[src/design/dxt_block_decoder_defines.svh]
// ----------------------------------------------------------------------------
// dxt block decoder assertion macros
// Shared property shorthands, clocked on clk_i and disabled in reset.
// ----------------------------------------------------------------------------
`ifndef DXT_BLOCK_DECODER_DEFINES_SVH
`define DXT_BLOCK_DECODER_DEFINES_SVH

// same-cycle implication
`define DXT_ASSERT_NOW(label, ante, cons, msg) \
  label: assert property (@(posedge clk_i) disable iff (!rst_ni) (ante) |-> (cons)) \
    else $error(msg);

// next-cycle implication
`define DXT_ASSERT_NEXT(label, ante, cons, msg) \
  label: assert property (@(posedge clk_i) disable iff (!rst_ni) (ante) |=> (cons)) \
    else $error(msg);

`endif

[src/design/dxt_pkg.sv]
// ----------------------------------------------------------------------------
// dxt_pkg
// Types, format codes and fixed-point helpers of the S3TC block decoder.
// ----------------------------------------------------------------------------
package dxt_pkg;

  typedef enum logic [1:0] {
    FMT_DXT1 = 2'd0,
    FMT_DXT3 = 2'd1,
    FMT_DXT5 = 2'd2
  } fmt_e;

  localparam int unsigned TexelsPerBlock = 16;

  // per channel: [0] red, [1] green, [2] blue, [3] alpha
  typedef logic [3:0][7:0] rgba_t;

  typedef struct packed {
    logic [2:0][7:0] e0;
    logic [2:0][7:0] e1;
    logic            four;
    fmt_e            mode;
    logic [31:0]     cidx;
    logic [63:0]     aword;
  } blk_t;

  typedef struct packed {
    rgba_t [3:0]     color;
    logic [7:0][7:0] apal;
    fmt_e            mode;
    logic [31:0]     cidx;
    logic [63:0]     aword;
  } pal_t;

  typedef struct packed {
    logic [3:0] texel_index;
    logic [7:0] red;
    logic [7:0] green;
    logic [7:0] blue;
    logic [7:0] alpha;
    logic       last_texel;
  } texel_t;

  typedef struct packed {
    logic take;
    logic done;
  } emit_stat_t;

  // round(c*255/31) through a reciprocal multiply
  function automatic logic [7:0] expand5(input logic [4:0] c);
    logic [12:0] x;
    logic [26:0] p;
    x = {8'd0, c} * 13'd255 + 13'd15;
    p = {14'd0, x} * 27'd8457;
    return p[25:18];
  endfunction

  // round(c*255/63)
  function automatic logic [7:0] expand6(input logic [5:0] c);
    logic [13:0] x;
    logic [28:0] p;
    x = {8'd0, c} * 14'd255 + 14'd31;
    p = {15'd0, x} * 29'd16645;
    return p[27:20];
  endfunction

  // floor(x/3) for x below 768
  function automatic logic [7:0] div3(input logic [9:0] x);
    logic [19:0] p;
    p = {10'd0, x} * 20'd683;
    return p[18:11];
  endfunction

  // floor(x/5) for x below 1280
  function automatic logic [7:0] div5(input logic [10:0] x);
    logic [21:0] p;
    p = {11'd0, x} * 22'd3277;
    return p[21:14];
  endfunction

  // floor(x/7) for x below 1792
  function automatic logic [7:0] div7(input logic [10:0] x);
    logic [21:0] p;
    p = {11'd0, x} * 22'd2341;
    return p[21:14];
  endfunction

endpackage

[src/design/dxt_block_if.sv]
// ----------------------------------------------------------------------------
// dxt_block_if
// Compressed block channel: one transfer carries a whole 4x4 block.
// ----------------------------------------------------------------------------
interface dxt_block_if;
  logic        valid;
  logic        ready;
  logic [63:0] color_word;
  logic [63:0] alpha_word;

  modport source (output valid, output color_word, output alpha_word, input ready);
  modport sink (input valid, input color_word, input alpha_word, output ready);
endinterface

[src/design/dxt_texel_if.sv]
// ----------------------------------------------------------------------------
// dxt_texel_if
// Decoded texel channel: one RGBA8 texel per word.
// ----------------------------------------------------------------------------
interface dxt_texel_if;
  logic       valid;
  logic       ready;
  logic [3:0] texel_index;
  logic [7:0] red;
  logic [7:0] green;
  logic [7:0] blue;
  logic [7:0] alpha;
  logic       last_texel;

  modport source (
    output valid, output texel_index, output red, output green, output blue,
    output alpha, output last_texel, input ready
  );
  modport sink (
    input valid, input texel_index, input red, input green, input blue,
    input alpha, input last_texel, output ready
  );
endinterface

[src/design/dxt_blk_reg.sv]
// ----------------------------------------------------------------------------
// dxt_blk_reg
// Input register: expands the RGB565 endpoints and picks the color mode.
// ----------------------------------------------------------------------------
module dxt_blk_reg import dxt_pkg::*; (
  input  logic        clk_i,
  input  logic        rst_ni,
  input  logic        valid_i,
  input  logic [63:0] color_word_i,
  input  logic [63:0] alpha_word_i,
  input  logic [1:0]  format_i,
  output logic        ready_o,
  input  logic        ready_i,
  output logic        valid_o,
  output blk_t        blk_o
);

  logic        valid_q, valid_d;
  logic        load;
  blk_t        blk_q, blk_d;
  logic [15:0] c0, c1;
  fmt_e        mode;

  assign ready_o = !valid_q || ready_i;
  assign load    = valid_i && ready_o;

  always_comb begin
    // code 3 behaves as DXT5
    if (format_i[1]) begin
      mode = FMT_DXT5;
    end else if (format_i[0]) begin
      mode = FMT_DXT3;
    end else begin
      mode = FMT_DXT1;
    end
  end

  always_comb begin
    c0 = color_word_i[15:0];
    c1 = color_word_i[31:16];
    blk_d.e0[0] = expand5(c0[15:11]);
    blk_d.e0[1] = expand6(c0[10:5]);
    blk_d.e0[2] = expand5(c0[4:0]);
    blk_d.e1[0] = expand5(c1[15:11]);
    blk_d.e1[1] = expand6(c1[10:5]);
    blk_d.e1[2] = expand5(c1[4:0]);
    blk_d.four  = (mode != FMT_DXT1) || (c0 > c1);
    blk_d.mode  = mode;
    blk_d.cidx  = color_word_i[63:32];
    blk_d.aword = alpha_word_i;
  end

  always_comb begin
    valid_d = valid_q;
    if (load) begin
      valid_d = 1'b1;
    end else if (ready_i) begin
      valid_d = 1'b0;
    end
  end

  always_ff @(posedge clk_i or negedge rst_ni) begin
    if (!rst_ni) begin
      valid_q <= 1'b0;
    end else begin
      valid_q <= valid_d;
    end
  end

  always_ff @(posedge clk_i) begin
    if (load) begin
      blk_q <= blk_d;
    end
  end

  assign valid_o = valid_q;
  assign blk_o   = blk_q;

endmodule

[src/design/dxt_palette.sv]
// ----------------------------------------------------------------------------
// dxt_palette
// Builds the 4-entry color palette and the 8-entry alpha palette of a block.
// ----------------------------------------------------------------------------
module dxt_palette import dxt_pkg::*; (
  input  logic       clk_i,
  input  logic       rst_ni,
  input  logic       valid_i,
  input  blk_t       blk_i,
  output logic       ready_o,
  input  emit_stat_t stat_i,
  output logic       valid_o,
  output pal_t       pal_o
);

  logic        valid_q, valid_d;
  logic        load;
  pal_t        pal_q, pal_d;
  logic [9:0]  s2 [3];
  logic [9:0]  s3 [3];
  logic [8:0]  sh [3];
  logic [10:0] w7 [1:6];
  logic [10:0] w5 [1:4];
  logic [7:0]  a0, a1;

  // free once the last texel of the current block leaves
  assign ready_o = !valid_q || stat_i.done;
  assign load    = valid_i && ready_o;

  always_comb begin
    pal_d.mode  = blk_i.mode;
    pal_d.cidx  = blk_i.cidx;
    pal_d.aword = blk_i.aword;

    pal_d.color[0] = {8'hff, blk_i.e0[2], blk_i.e0[1], blk_i.e0[0]};
    pal_d.color[1] = {8'hff, blk_i.e1[2], blk_i.e1[1], blk_i.e1[0]};
    for (int ch = 0; ch < 3; ch++) begin
      s2[ch] = {1'b0, blk_i.e0[ch], 1'b0} + {2'b0, blk_i.e1[ch]} + 10'd1;
      s3[ch] = {2'b0, blk_i.e0[ch]} + {1'b0, blk_i.e1[ch], 1'b0} + 10'd1;
      sh[ch] = {1'b0, blk_i.e0[ch]} + {1'b0, blk_i.e1[ch]} + 9'd1;
      pal_d.color[2][ch] = blk_i.four ? div3(s2[ch]) : sh[ch][8:1];
      pal_d.color[3][ch] = blk_i.four ? div3(s3[ch]) : 8'd0;
    end
    pal_d.color[2][3] = 8'hff;
    // three-color mode: last entry is transparent black
    pal_d.color[3][3] = blk_i.four ? 8'hff : 8'h00;

    a0 = blk_i.aword[7:0];
    a1 = blk_i.aword[15:8];
    for (int k = 1; k <= 6; k++) begin
      w7[k] = 11'(7 - k) * {3'b0, a0} + 11'(k) * {3'b0, a1} + 11'd3;
    end
    for (int k = 1; k <= 4; k++) begin
      w5[k] = 11'(5 - k) * {3'b0, a0} + 11'(k) * {3'b0, a1} + 11'd2;
    end
    pal_d.apal[0] = a0;
    pal_d.apal[1] = a1;
    if (a0 > a1) begin
      for (int k = 1; k <= 6; k++) begin
        pal_d.apal[k + 1] = div7(w7[k]);
      end
    end else begin
      for (int k = 1; k <= 4; k++) begin
        pal_d.apal[k + 1] = div5(w5[k]);
      end
      pal_d.apal[6] = 8'h00;
      pal_d.apal[7] = 8'hff;
    end
  end

  always_comb begin
    valid_d = valid_q;
    if (load) begin
      valid_d = 1'b1;
    end else if (stat_i.done) begin
      valid_d = 1'b0;
    end
  end

  always_ff @(posedge clk_i or negedge rst_ni) begin
    if (!rst_ni) begin
      valid_q <= 1'b0;
    end else begin
      valid_q <= valid_d;
    end
  end

  always_ff @(posedge clk_i) begin
    if (load) begin
      pal_q <= pal_d;
    end
  end

  assign valid_o = valid_q;
  assign pal_o   = pal_q;

endmodule

[src/design/dxt_texel_emit.sv]
// ----------------------------------------------------------------------------
// dxt_texel_emit
// Walks the 16 texels of the held palette into the output register.
// ----------------------------------------------------------------------------
module dxt_texel_emit import dxt_pkg::*; (
  input  logic       clk_i,
  input  logic       rst_ni,
  input  logic       pal_valid_i,
  input  pal_t       pal_i,
  output emit_stat_t stat_o,
  input  logic       out_ready_i,
  output logic       out_valid_o,
  output texel_t     texel_o
);

  logic [3:0] cnt_q, cnt_d;
  logic       out_valid_q, out_valid_d;
  texel_t     texel_q, texel_d;
  logic       emit;
  logic [1:0] ci;
  rgba_t      entry;
  logic [3:0] nib;
  logic [5:0] apos;
  logic [2:0] aidx;
  logic [7:0] alpha;

  assign emit = pal_valid_i && (!out_valid_q || out_ready_i);

  always_comb begin
    ci    = pal_i.cidx[{cnt_q, 1'b0} +: 2];
    entry = pal_i.color[ci];
    nib   = pal_i.aword[{cnt_q, 2'b00} +: 4];
    // dxt5 index of texel n starts at bit 16 + 3n
    apos  = 6'd16 + {2'b0, cnt_q} + {1'b0, cnt_q, 1'b0};
    aidx  = pal_i.aword[apos +: 3];
    case (pal_i.mode)
      FMT_DXT1: alpha = entry[3];
      FMT_DXT3: alpha = {nib, nib};
      default:  alpha = pal_i.apal[aidx];
    endcase
    texel_d.texel_index = cnt_q;
    texel_d.red         = entry[0];
    texel_d.green       = entry[1];
    texel_d.blue        = entry[2];
    texel_d.alpha       = alpha;
    texel_d.last_texel  = (cnt_q == 4'(TexelsPerBlock - 1));
  end

  always_comb begin
    cnt_d       = emit ? cnt_q + 4'd1 : cnt_q;
    out_valid_d = out_valid_q;
    if (emit) begin
      out_valid_d = 1'b1;
    end else if (out_ready_i) begin
      out_valid_d = 1'b0;
    end
  end

  always_ff @(posedge clk_i or negedge rst_ni) begin
    if (!rst_ni) begin
      cnt_q       <= '0;
      out_valid_q <= 1'b0;
    end else begin
      cnt_q       <= cnt_d;
      out_valid_q <= out_valid_d;
    end
  end

  always_ff @(posedge clk_i) begin
    if (emit) begin
      texel_q <= texel_d;
    end
  end

  assign stat_o.take = emit;
  assign stat_o.done = emit && (cnt_q == 4'(TexelsPerBlock - 1));
  assign out_valid_o = out_valid_q;
  assign texel_o     = texel_q;

endmodule

[src/design/dxt_block_decoder.sv]
// ----------------------------------------------------------------------------
// dxt_block_decoder: S3TC DXT1/DXT3/DXT5 4x4 block to 16 RGBA8 texels
// Path: a taken block word goes to the input register, then the palette register.
// Throughput: one texel a cycle while the output is ready, set by the texel
// counter draining the palette register into the output register.
// Reset clears all valid flags, the texel counter and the format (DXT1).
// ----------------------------------------------------------------------------
`include "dxt_block_decoder_defines.svh"

module dxt_block_decoder import dxt_pkg::*; (
  input  logic        clk_i,
  input  logic        rst_ni,
  input  logic        cfg_we_i,
  input  logic [1:0]  cfg_wdata_i,
  dxt_block_if.sink   blk_i,
  dxt_texel_if.source texel_o
);

  logic [1:0] block_format_q, block_format_d;
  logic       blk_valid;
  blk_t       blk;
  logic       pal_ready;
  logic       pal_valid;
  pal_t       pal;
  emit_stat_t stat;
  texel_t     texel;

  assign block_format_d = cfg_we_i ? cfg_wdata_i : block_format_q;

  always_ff @(posedge clk_i or negedge rst_ni) begin
    if (!rst_ni) begin
      block_format_q <= FMT_DXT1;
    end else begin
      block_format_q <= block_format_d;
    end
  end

  dxt_blk_reg u_blk_reg (
    .clk_i        (clk_i),
    .rst_ni       (rst_ni),
    .valid_i      (blk_i.valid),
    .color_word_i (blk_i.color_word),
    .alpha_word_i (blk_i.alpha_word),
    .format_i     (block_format_q),
    .ready_o      (blk_i.ready),
    .ready_i      (pal_ready),
    .valid_o      (blk_valid),
    .blk_o        (blk)
  );

  dxt_palette u_palette (
    .clk_i   (clk_i),
    .rst_ni  (rst_ni),
    .valid_i (blk_valid),
    .blk_i   (blk),
    .ready_o (pal_ready),
    .stat_i  (stat),
    .valid_o (pal_valid),
    .pal_o   (pal)
  );

  dxt_texel_emit u_emit (
    .clk_i       (clk_i),
    .rst_ni      (rst_ni),
    .pal_valid_i (pal_valid),
    .pal_i       (pal),
    .stat_o      (stat),
    .out_ready_i (texel_o.ready),
    .out_valid_o (texel_o.valid),
    .texel_o     (texel)
  );

  assign texel_o.texel_index = texel.texel_index;
  assign texel_o.red         = texel.red;
  assign texel_o.green       = texel.green;
  assign texel_o.blue        = texel.blue;
  assign texel_o.alpha       = texel.alpha;
  assign texel_o.last_texel  = texel.last_texel;

  `DXT_ASSERT_NOW(a_last_marks_end, texel_o.valid, texel_o.last_texel == (texel_o.texel_index == 4'hf), "last_texel out of step with texel_index")
  `DXT_ASSERT_NOW(a_input_holds, blk_valid && !pal_ready, !blk_i.ready, "block word taken over a full input register")
  `DXT_ASSERT_NEXT(a_palette_freed, stat.done && !blk_valid, !pal_valid, "palette still held after its last texel")
  `DXT_ASSERT_NOW(a_emit_needs_palette, stat.take, pal_valid, "texel emitted without a palette")

endmodule
[src/flat_wrapper.sv]
// flat-port wrapper written by rule: the top's interface ports become plain ports
module dxt_block_decoder_flat import dxt_pkg::*;
  (clk_i, rst_ni, cfg_we_i, cfg_wdata_i, blk_i_valid, blk_i_color_word, blk_i_alpha_word, blk_i_ready, texel_o_valid, texel_o_texel_index, texel_o_red, texel_o_green, texel_o_blue, texel_o_alpha, texel_o_last_texel, texel_o_ready);
  dxt_block_if blk_i_i ();
  dxt_texel_if texel_o_i ();
  input  logic clk_i;
  input  logic rst_ni;
  input  logic cfg_we_i;
  input  logic [1:0] cfg_wdata_i;
  input wire logic [$bits(blk_i_i.valid)-1:0] blk_i_valid;
  input wire logic [$bits(blk_i_i.color_word)-1:0] blk_i_color_word;
  input wire logic [$bits(blk_i_i.alpha_word)-1:0] blk_i_alpha_word;
  output wire logic [$bits(blk_i_i.ready)-1:0] blk_i_ready;
  output wire logic [$bits(texel_o_i.valid)-1:0] texel_o_valid;
  output wire logic [$bits(texel_o_i.texel_index)-1:0] texel_o_texel_index;
  output wire logic [$bits(texel_o_i.red)-1:0] texel_o_red;
  output wire logic [$bits(texel_o_i.green)-1:0] texel_o_green;
  output wire logic [$bits(texel_o_i.blue)-1:0] texel_o_blue;
  output wire logic [$bits(texel_o_i.alpha)-1:0] texel_o_alpha;
  output wire logic [$bits(texel_o_i.last_texel)-1:0] texel_o_last_texel;
  input wire logic [$bits(texel_o_i.ready)-1:0] texel_o_ready;
  assign blk_i_i.valid = blk_i_valid;
  assign blk_i_i.color_word = blk_i_color_word;
  assign blk_i_i.alpha_word = blk_i_alpha_word;
  assign blk_i_ready = blk_i_i.ready;
  assign texel_o_valid = texel_o_i.valid;
  assign texel_o_texel_index = texel_o_i.texel_index;
  assign texel_o_red = texel_o_i.red;
  assign texel_o_green = texel_o_i.green;
  assign texel_o_blue = texel_o_i.blue;
  assign texel_o_alpha = texel_o_i.alpha;
  assign texel_o_last_texel = texel_o_i.last_texel;
  assign texel_o_i.ready = texel_o_ready;
  dxt_block_decoder u_core (.clk_i(clk_i), .rst_ni(rst_ni), .cfg_we_i(cfg_we_i), .cfg_wdata_i(cfg_wdata_i), .blk_i(blk_i_i), .texel_o(texel_o_i));
endmodule
[config.mk]
export PLATFORM = sky130hd
export DESIGN_NAME = dxt_block_decoder_flat
export DESIGN_NICKNAME = d
export VERILOG_FILES = /design/src/design/dxt_pkg.sv /design/src/design/dxt_block_if.sv /design/src/design/dxt_texel_if.sv /design/src/design/dxt_blk_reg.sv /design/src/design/dxt_palette.sv /design/src/design/dxt_texel_emit.sv /design/src/design/dxt_block_decoder.sv /design/src/flat_wrapper.sv
export VERILOG_INCLUDE_DIRS = /design/src /design/src/design
export SDC_FILE = /design/constraint.sdc
export NUM_CORES = 2
export LEC_CHECK = 0
export CAP_MARGIN = 20
export CORE_UTILIZATION = 40
export DETAILED_ROUTE_END_ITERATION = 12
export DONT_BUFFER_PORTS = 1
export PLACE_DENSITY = 0.64
export SLEW_MARGIN = 30
export SYNTH_ARGS = -nofsm -noshare
export SYNTH_HDL_FRONTEND = slang
export SYNTH_SLANG_ARGS = --single-unit
[constraint.sdc]
create_clock -name clk_i -period 10.1 [get_ports clk_i]
set_input_delay 1.515 -clock clk_i [delete_from_list [all_inputs] [get_ports clk_i]]
set_output_delay 1.515 -clock clk_i [all_outputs]
set_load 0.02 [all_outputs]
# Word level (Yosys, flattened, before mapping)
# Index checks and enable logic that the tools add are counted.
[classes]
shifts = 3
reduce_logical = 16
n_addsub = 47
n_lt_le_gt_ge = 4
muxes = 18
multipliers = 34
eq_ne = 2
[op_table]
columns = ["cell", "count"]
rows = [
  ["multiplier 11 x 12 -> 22 bit, second input constant", 10],
  ["multiplier 10 x 10 -> 19 bit, second input constant", 6],
  ["adder 11 x 2 -> 11 bit, second input constant", 10],
  ["multiplier 13 x 14 -> 26 bit, second input constant", 4],
  ["binary-select mux 32 bit (select 2 bit)", 1],
  ["2-to-1 mux 32 bit", 2],
  ["indexed part select 64 x 7 -> 3 bit", 1],
  ["indexed part select 64 x 7 -> 4 bit", 1],
  ["adder 10 x 1 -> 10 bit, second input constant", 6],
  ["multiplier 14 x 15 -> 28 bit, second input constant", 2],
  ["adder 13 x 4 -> 13 bit, second input constant", 4],
  ["multiplier 5 x 8 -> 13 bit, second input constant", 4],
  ["multiplier 2 x 8 -> 10 bit, first input constant", 4],
  ["2-to-1 mux 8 bit", 5],
  ["indexed part select 32 x 6 -> 2 bit", 1],
  ["adder 8 x 9 -> 10 bit", 3],
  ["adder 9 x 8 -> 10 bit", 3],
  ["adder 14 x 5 -> 14 bit, second input constant", 2],
  ["multiplier 6 x 8 -> 14 bit, second input constant", 2],
  ["adder 8 x 8 -> 9 bit", 3],
  ["adder 9 x 1 -> 9 bit, second input constant", 3],
  ["binary-select mux 8 bit (select 3 bit)", 1],
  ["adder 10 x 10 -> 11 bit", 2],
  ["multiplier 3 x 8 -> 11 bit, first input constant", 2],
  ["25 further kinds", 42],
]
[word_totals]
in_bits = 135
register_bits = 459
out_inout_bits = 39
elab_cells = 169

# Longest topological paths before layout
[depth]
word_depth = 8
ltp_mapped = 36
mapped_depth_nobuf = 36

# Hierarchy
# A second synthesis with hierarchy kept.
[hier_totals]
cells_unflattened = 6246
area_unflattened_um2 = 66232.3
[by_module_without_submodules]
columns = ["mod", "cells_each", "area_each_um2", "seq_area_each_um2", "n_inst"]
rows = [
  ["dxt_palette", 3893, 41344.7, 7322.0, 1],
  ["dxt_blk_reg", 1811, 19364.8, 4439.3, 1],
  ["dxt_texel_emit", 538, 5450.2, 1236.2, 1],
  ["dxt_block_decoder", 4, 72.6, 50.0, 1],
]

# Worst setup path before layout
# Ideal clock, no wire load.
[synth_path]
path_type = "input to register"
start = "input port blk_i_color_word[5]"
end = "register u_core.u_blk_reg.blk_q (netlist bit u_core.u_blk_reg.blk_o[137]) (data pin)"
n_path_buf = 0
setup_ps = 272
arrival_time_ps = 8994
required_ps = 9828
setup_slack_ps = 834
cell_stages = 34
path_cell_list = "inv_1 -> fa_1 -> inv_1 -> fa_1 -> inv_1 -> fa_1 -> inv_1 -> ha_1 -> ha_1 -> nand3_1 -> o211ai_1 -> o41ai_1 -> o21a_1 -> o21bai_1 -> a21oi_1 -> xnor2_1 -> nor2b_1 -> ha_1 -> xnor2_1 -> ha_1 -> a21oi_1 -> fa_1 -> inv_1 -> ha_1 -> ha_1 -> ha_1 -> a21oi_1 -> nand2_1 -> a41oi_1 -> nor4_1 -> o2111ai_1 -> or3b_2 -> maj3_1 -> xor2_1"
[synth_rtl]
columns = ["element", "line", "rtl"]
rows = [
  ["start, declared", "flat_wrapper.sv:11", "input wire logic [$bits(blk_i_i.color_word)-1:0] blk_i_color_word;"],
  ["end signal, assigned", "dxt_blk_reg.sv:72", "blk_q <= blk_d;"],
  ["end, declared", "dxt_blk_reg.sv:20", "blk_t blk_q, blk_d;"],
]

==> results_dict.tcl <==
set metrics [dict create \
    hpwl_um 123000 \
    numCtsBuffers 52 \
    row_count 147 \
    skew_ns 0.0577 \
    cts_hold_buf 0 \
    drt_iter0_drc 2123 \
    wl_um 148000 \
    path_class "in2reg" \
    cts-htree-levels 2 \
    cp.required_ns 10.49 \
    hold_path_depth 0 \
    chipHeight_um 405 \
    synth_xor_area_frac 0.0582 \
    synth_edf_count 427 \
    critPathSlowestCell "fa_1" \
    drc_errors 0 \
    endpoint_kind "register" \
    clockBufferDepth 3 \
    die_w_um 405 \
    ctsRootBufferMaster "clkbuf_16" \
    ctsResizeCount 0 \
    slew_viol_final 0 \
    synth_warnings 0 \
    cts.clk_slew.worst_paths_ns 0.06 \
    cp.arrival_ns 9.50 \
    ys_seq_elements 436 \
    start_kind "input port" \
    synthAdderAreaFrac 0.490 \
    seq_area_frac_synth 0.201 \
    clock_sinks 436 \
    synthSimpleGateAreaFrac 0.0563 \
    synth_nets 8260 \
    viasPerCell 5.26 \
    finalSetupViolations 0 \
    grt_pass1_wl_um 239000 \
    cts_setup_buffers 0 \
    synthToLayoutAreaGrowth_pct 6.78 \
    relSlewSlack 0.356 \
    synthCells 5889 \
    rsz0062_at_grt "no" \
    core-area_sq_um 161000 \
    outcome "finished clean" \
    clkLatencyLatePin_ns 0.67 \
    regToRegSetupSlack_ns 1.02 \
    antenna_found_initial 17 \
    async_flop_share 0.0206 \
    startpoint "blk_i_color_word[7]" \
    multi_input_area_sq_um 47900 \
    drt-wirelength-per-cell_um 18.1 \
    initial_core_util 0.403 \
    cts_tree "yes" \
    vias 42835 \
    fin_tns_setup_ns 0 \
    dieArea_sq_um 164000 \
    period_needed_ns 9.12 \
    fmax_ghz 0.110 \
    synthFlopType "edfxtp_1" \
    yosysUniqueCellTypes 94 \
    io_buffers 0 \
    syn_avg_cell_area_sq_um 11.0 \
    period_share 0.903 \
    synth_top_family_by_area "adder cells" \
    ant_nets 0 \
    timing.rr.end "u_core.u_palette.pal_o[129]" \
    synthesis.area_sq_um 64900 \
    reg2reg_depth 33 \
    grt_pass1_vias 45476 \
    seq_area_sq_um 13100 \
    drive_above_1_share 0.0477 \
    reg2reg_from "u_core.u_blk_reg.blk_o[2]" \
    max-cap-violations 0 \
    hold_viol 0 \
    cp_max_fo 6 \
    grt_max_degree 77 \
    cp_slowest_stage_delay_ns 0.59 \
    ios 174 \
    synth_compound_area_frac 0.0895 \
    drt_pass1_iterations 6 \
    nets 8307 \
    tightestPinTransition_ns 0.966 \
    fillers 15045 \
    synthMuxAreaShare 0.0448 \
    path_common_cell "ha_1" \
    min_path_type "reg2reg" \
    crit_end "u_core.u_blk_reg.blk_o[137]" \
    grt.total_usage 0.183 \
    grt-ovfl-total 0 \
    gp_congestion 0.886 \
]
## worst min path at each step
| stage | startpoint | end | slack, ns |
|---|---|---|---|
| after detailed placement | u_core.u_blk_reg.blk_o[43] | u_core.u_palette.pal_o[43] | 0.40 |
| after global placement | u_core.u_blk_reg.blk_o[92] | u_core.u_palette.pal_o[92] | 0.40 |
| after CTS | u_core.u_blk_reg.blk_o[68] | u_core.u_palette.pal_o[68] | 0.41 |
| after global routing | u_core.u_blk_reg.blk_o[68] | u_core.u_palette.pal_o[68] | 0.42 |
| final | u_core.u_blk_reg.blk_o[68] | u_core.u_palette.pal_o[68] | 0.40 |
| after floorplan | u_core.u_blk_reg.blk_o[16] | u_core.u_palette.pal_o[16] | 0.40 |
## stage by stage
step	hold WS (ns)	util	std cells	setup WS (ns)	area, sq um
2_1_floorplan	0.400	-	5889	0.834	64900
3_3_place_gp	0.401	0.420	8042	0.338	67500
3_5_place_dp	0.405	0.420	8042	0.307	67500
4_1_cts	0.409	0.431	8135	1.03	69200
5_1_grt	0.422	0.431	8136	0.365	69200
6_report	0.400	0.431	8140	0.982	69300
## Yosys cell counts (9+ instances only)
library cell	instances	area, sq um
a21oi_1	282	1410
a211oi_1	45	338
clkbuf_1	18	67.6
o21bai_1	73	548
o211ai_1	22	165
and2_1	36	225
nor2_1	206	773
a21o_1	123	923
mux2_2	12	135
xnor2_1	273	2390
mux4_2	92	2070
nand2b_1	33	206
o21a_1	41	308
a21boi_0	9	67.6
or3_1	24	150
mux2i_1	59	591
nor3_1	59	295
o41ai_1	10	87.6
a31oi_1	29	181
xor2_1	152	1330
nor2b_1	43	269
inv_1	941	3530
a2111oi_0	13	114
a211o_1	13	114
nor4_1	12	75.1
o21ai_0	127	636
a31o_2	12	105
fa_1	501	10000
nand4_1	23	144
or2_2	14	87.6
edfxtp_1	427	12800
nand2_1	162	608
ha_1	1735	21700
dfrtp_1	9	225
nand3_1	61	305
buf_2	9	45.0
and3_1	22	138
o31ai_1	21	158
## cells in the final DEF (no fill, tap or decap), types with 14 or more instances in the layout
cell	Yosys	layout
ha_1	1735	1735
inv_1	941	941
fa_1	501	500
edfxtp_1	427	427
a21oi_1	282	282
xnor2_1	273	273
nor2_1	206	206
nand2_1	162	162
xor2_1	152	152
o21ai_0	127	127
a21o_1	123	123
mux4_2	92	92
o21bai_1	73	73
nand3_1	61	61
nor3_1	59	59
mux2i_1	59	59
clkbuf_16	0	53
a211oi_1	45	45
nor2b_1	43	43
buf_4	3	41
o21a_1	41	40
nand2b_1	33	33
and2_1	36	33
a31oi_1	29	29
or3_1	24	24
nand4_1	23	23
o211ai_1	22	22
and3_1	22	22
o31ai_1	21	21
or2_2	14	14
## kinds of logic after synthesis
group	count (synthesis)
buf+inv	993
flops	436
mux	167
xor+xnor	428
compound gates	888
simple gates	738
fa+ha+maj	2239
## state kept, by name (all words and copies together), names as in the netlist
signal / flops
u_core.u_palette.pal_o: 243
u_core.u_blk_reg.blk_o: 147
u_core.u_emit.texel_o: 37
u_core.u_blk_reg.valid_o: 1
u_core.block_format_q: 2
u_core.u_palette.valid_o: 1
u_core.u_emit.cnt_q: 4
u_core.u_emit.out_valid_o: 1
## critical path: cells and delay by family
family                     cells  cell delay [ns]
buffers and inverters          5             0.35
and+or+nand+nor                5             0.94
adders and majority gates     12             4.33
AOI/OAI and AO/OA              9             1.90
xor gates and xnor gates       3             0.44
## layer usage
metal | track usage | wire, um | vias up
met4 | 0.0483 | 3830 | 18
met3 | 0.0275 | 6990 | 214
met1 | 0.242 | 67400 | 20853
li1 | - | - | 20906
met5 | 0 | 143 | -
met2 | 0.311 | 69300 | 844
## area by class of cell
cell class,instances,share of cell area
multi-input cells,4460,0.692
flip-flops and latches,436,0.188
inverters,943,0.0511
well taps,2160,0.0390
clock buffers,56,0.0193
clock inverters,37,0.00513
repair buffers,43,0.00477
diodes,5,0.000181
Power is not shown: default switching activity piles up to over one toggle a cycle in this logic, so the estimate is an artifact.
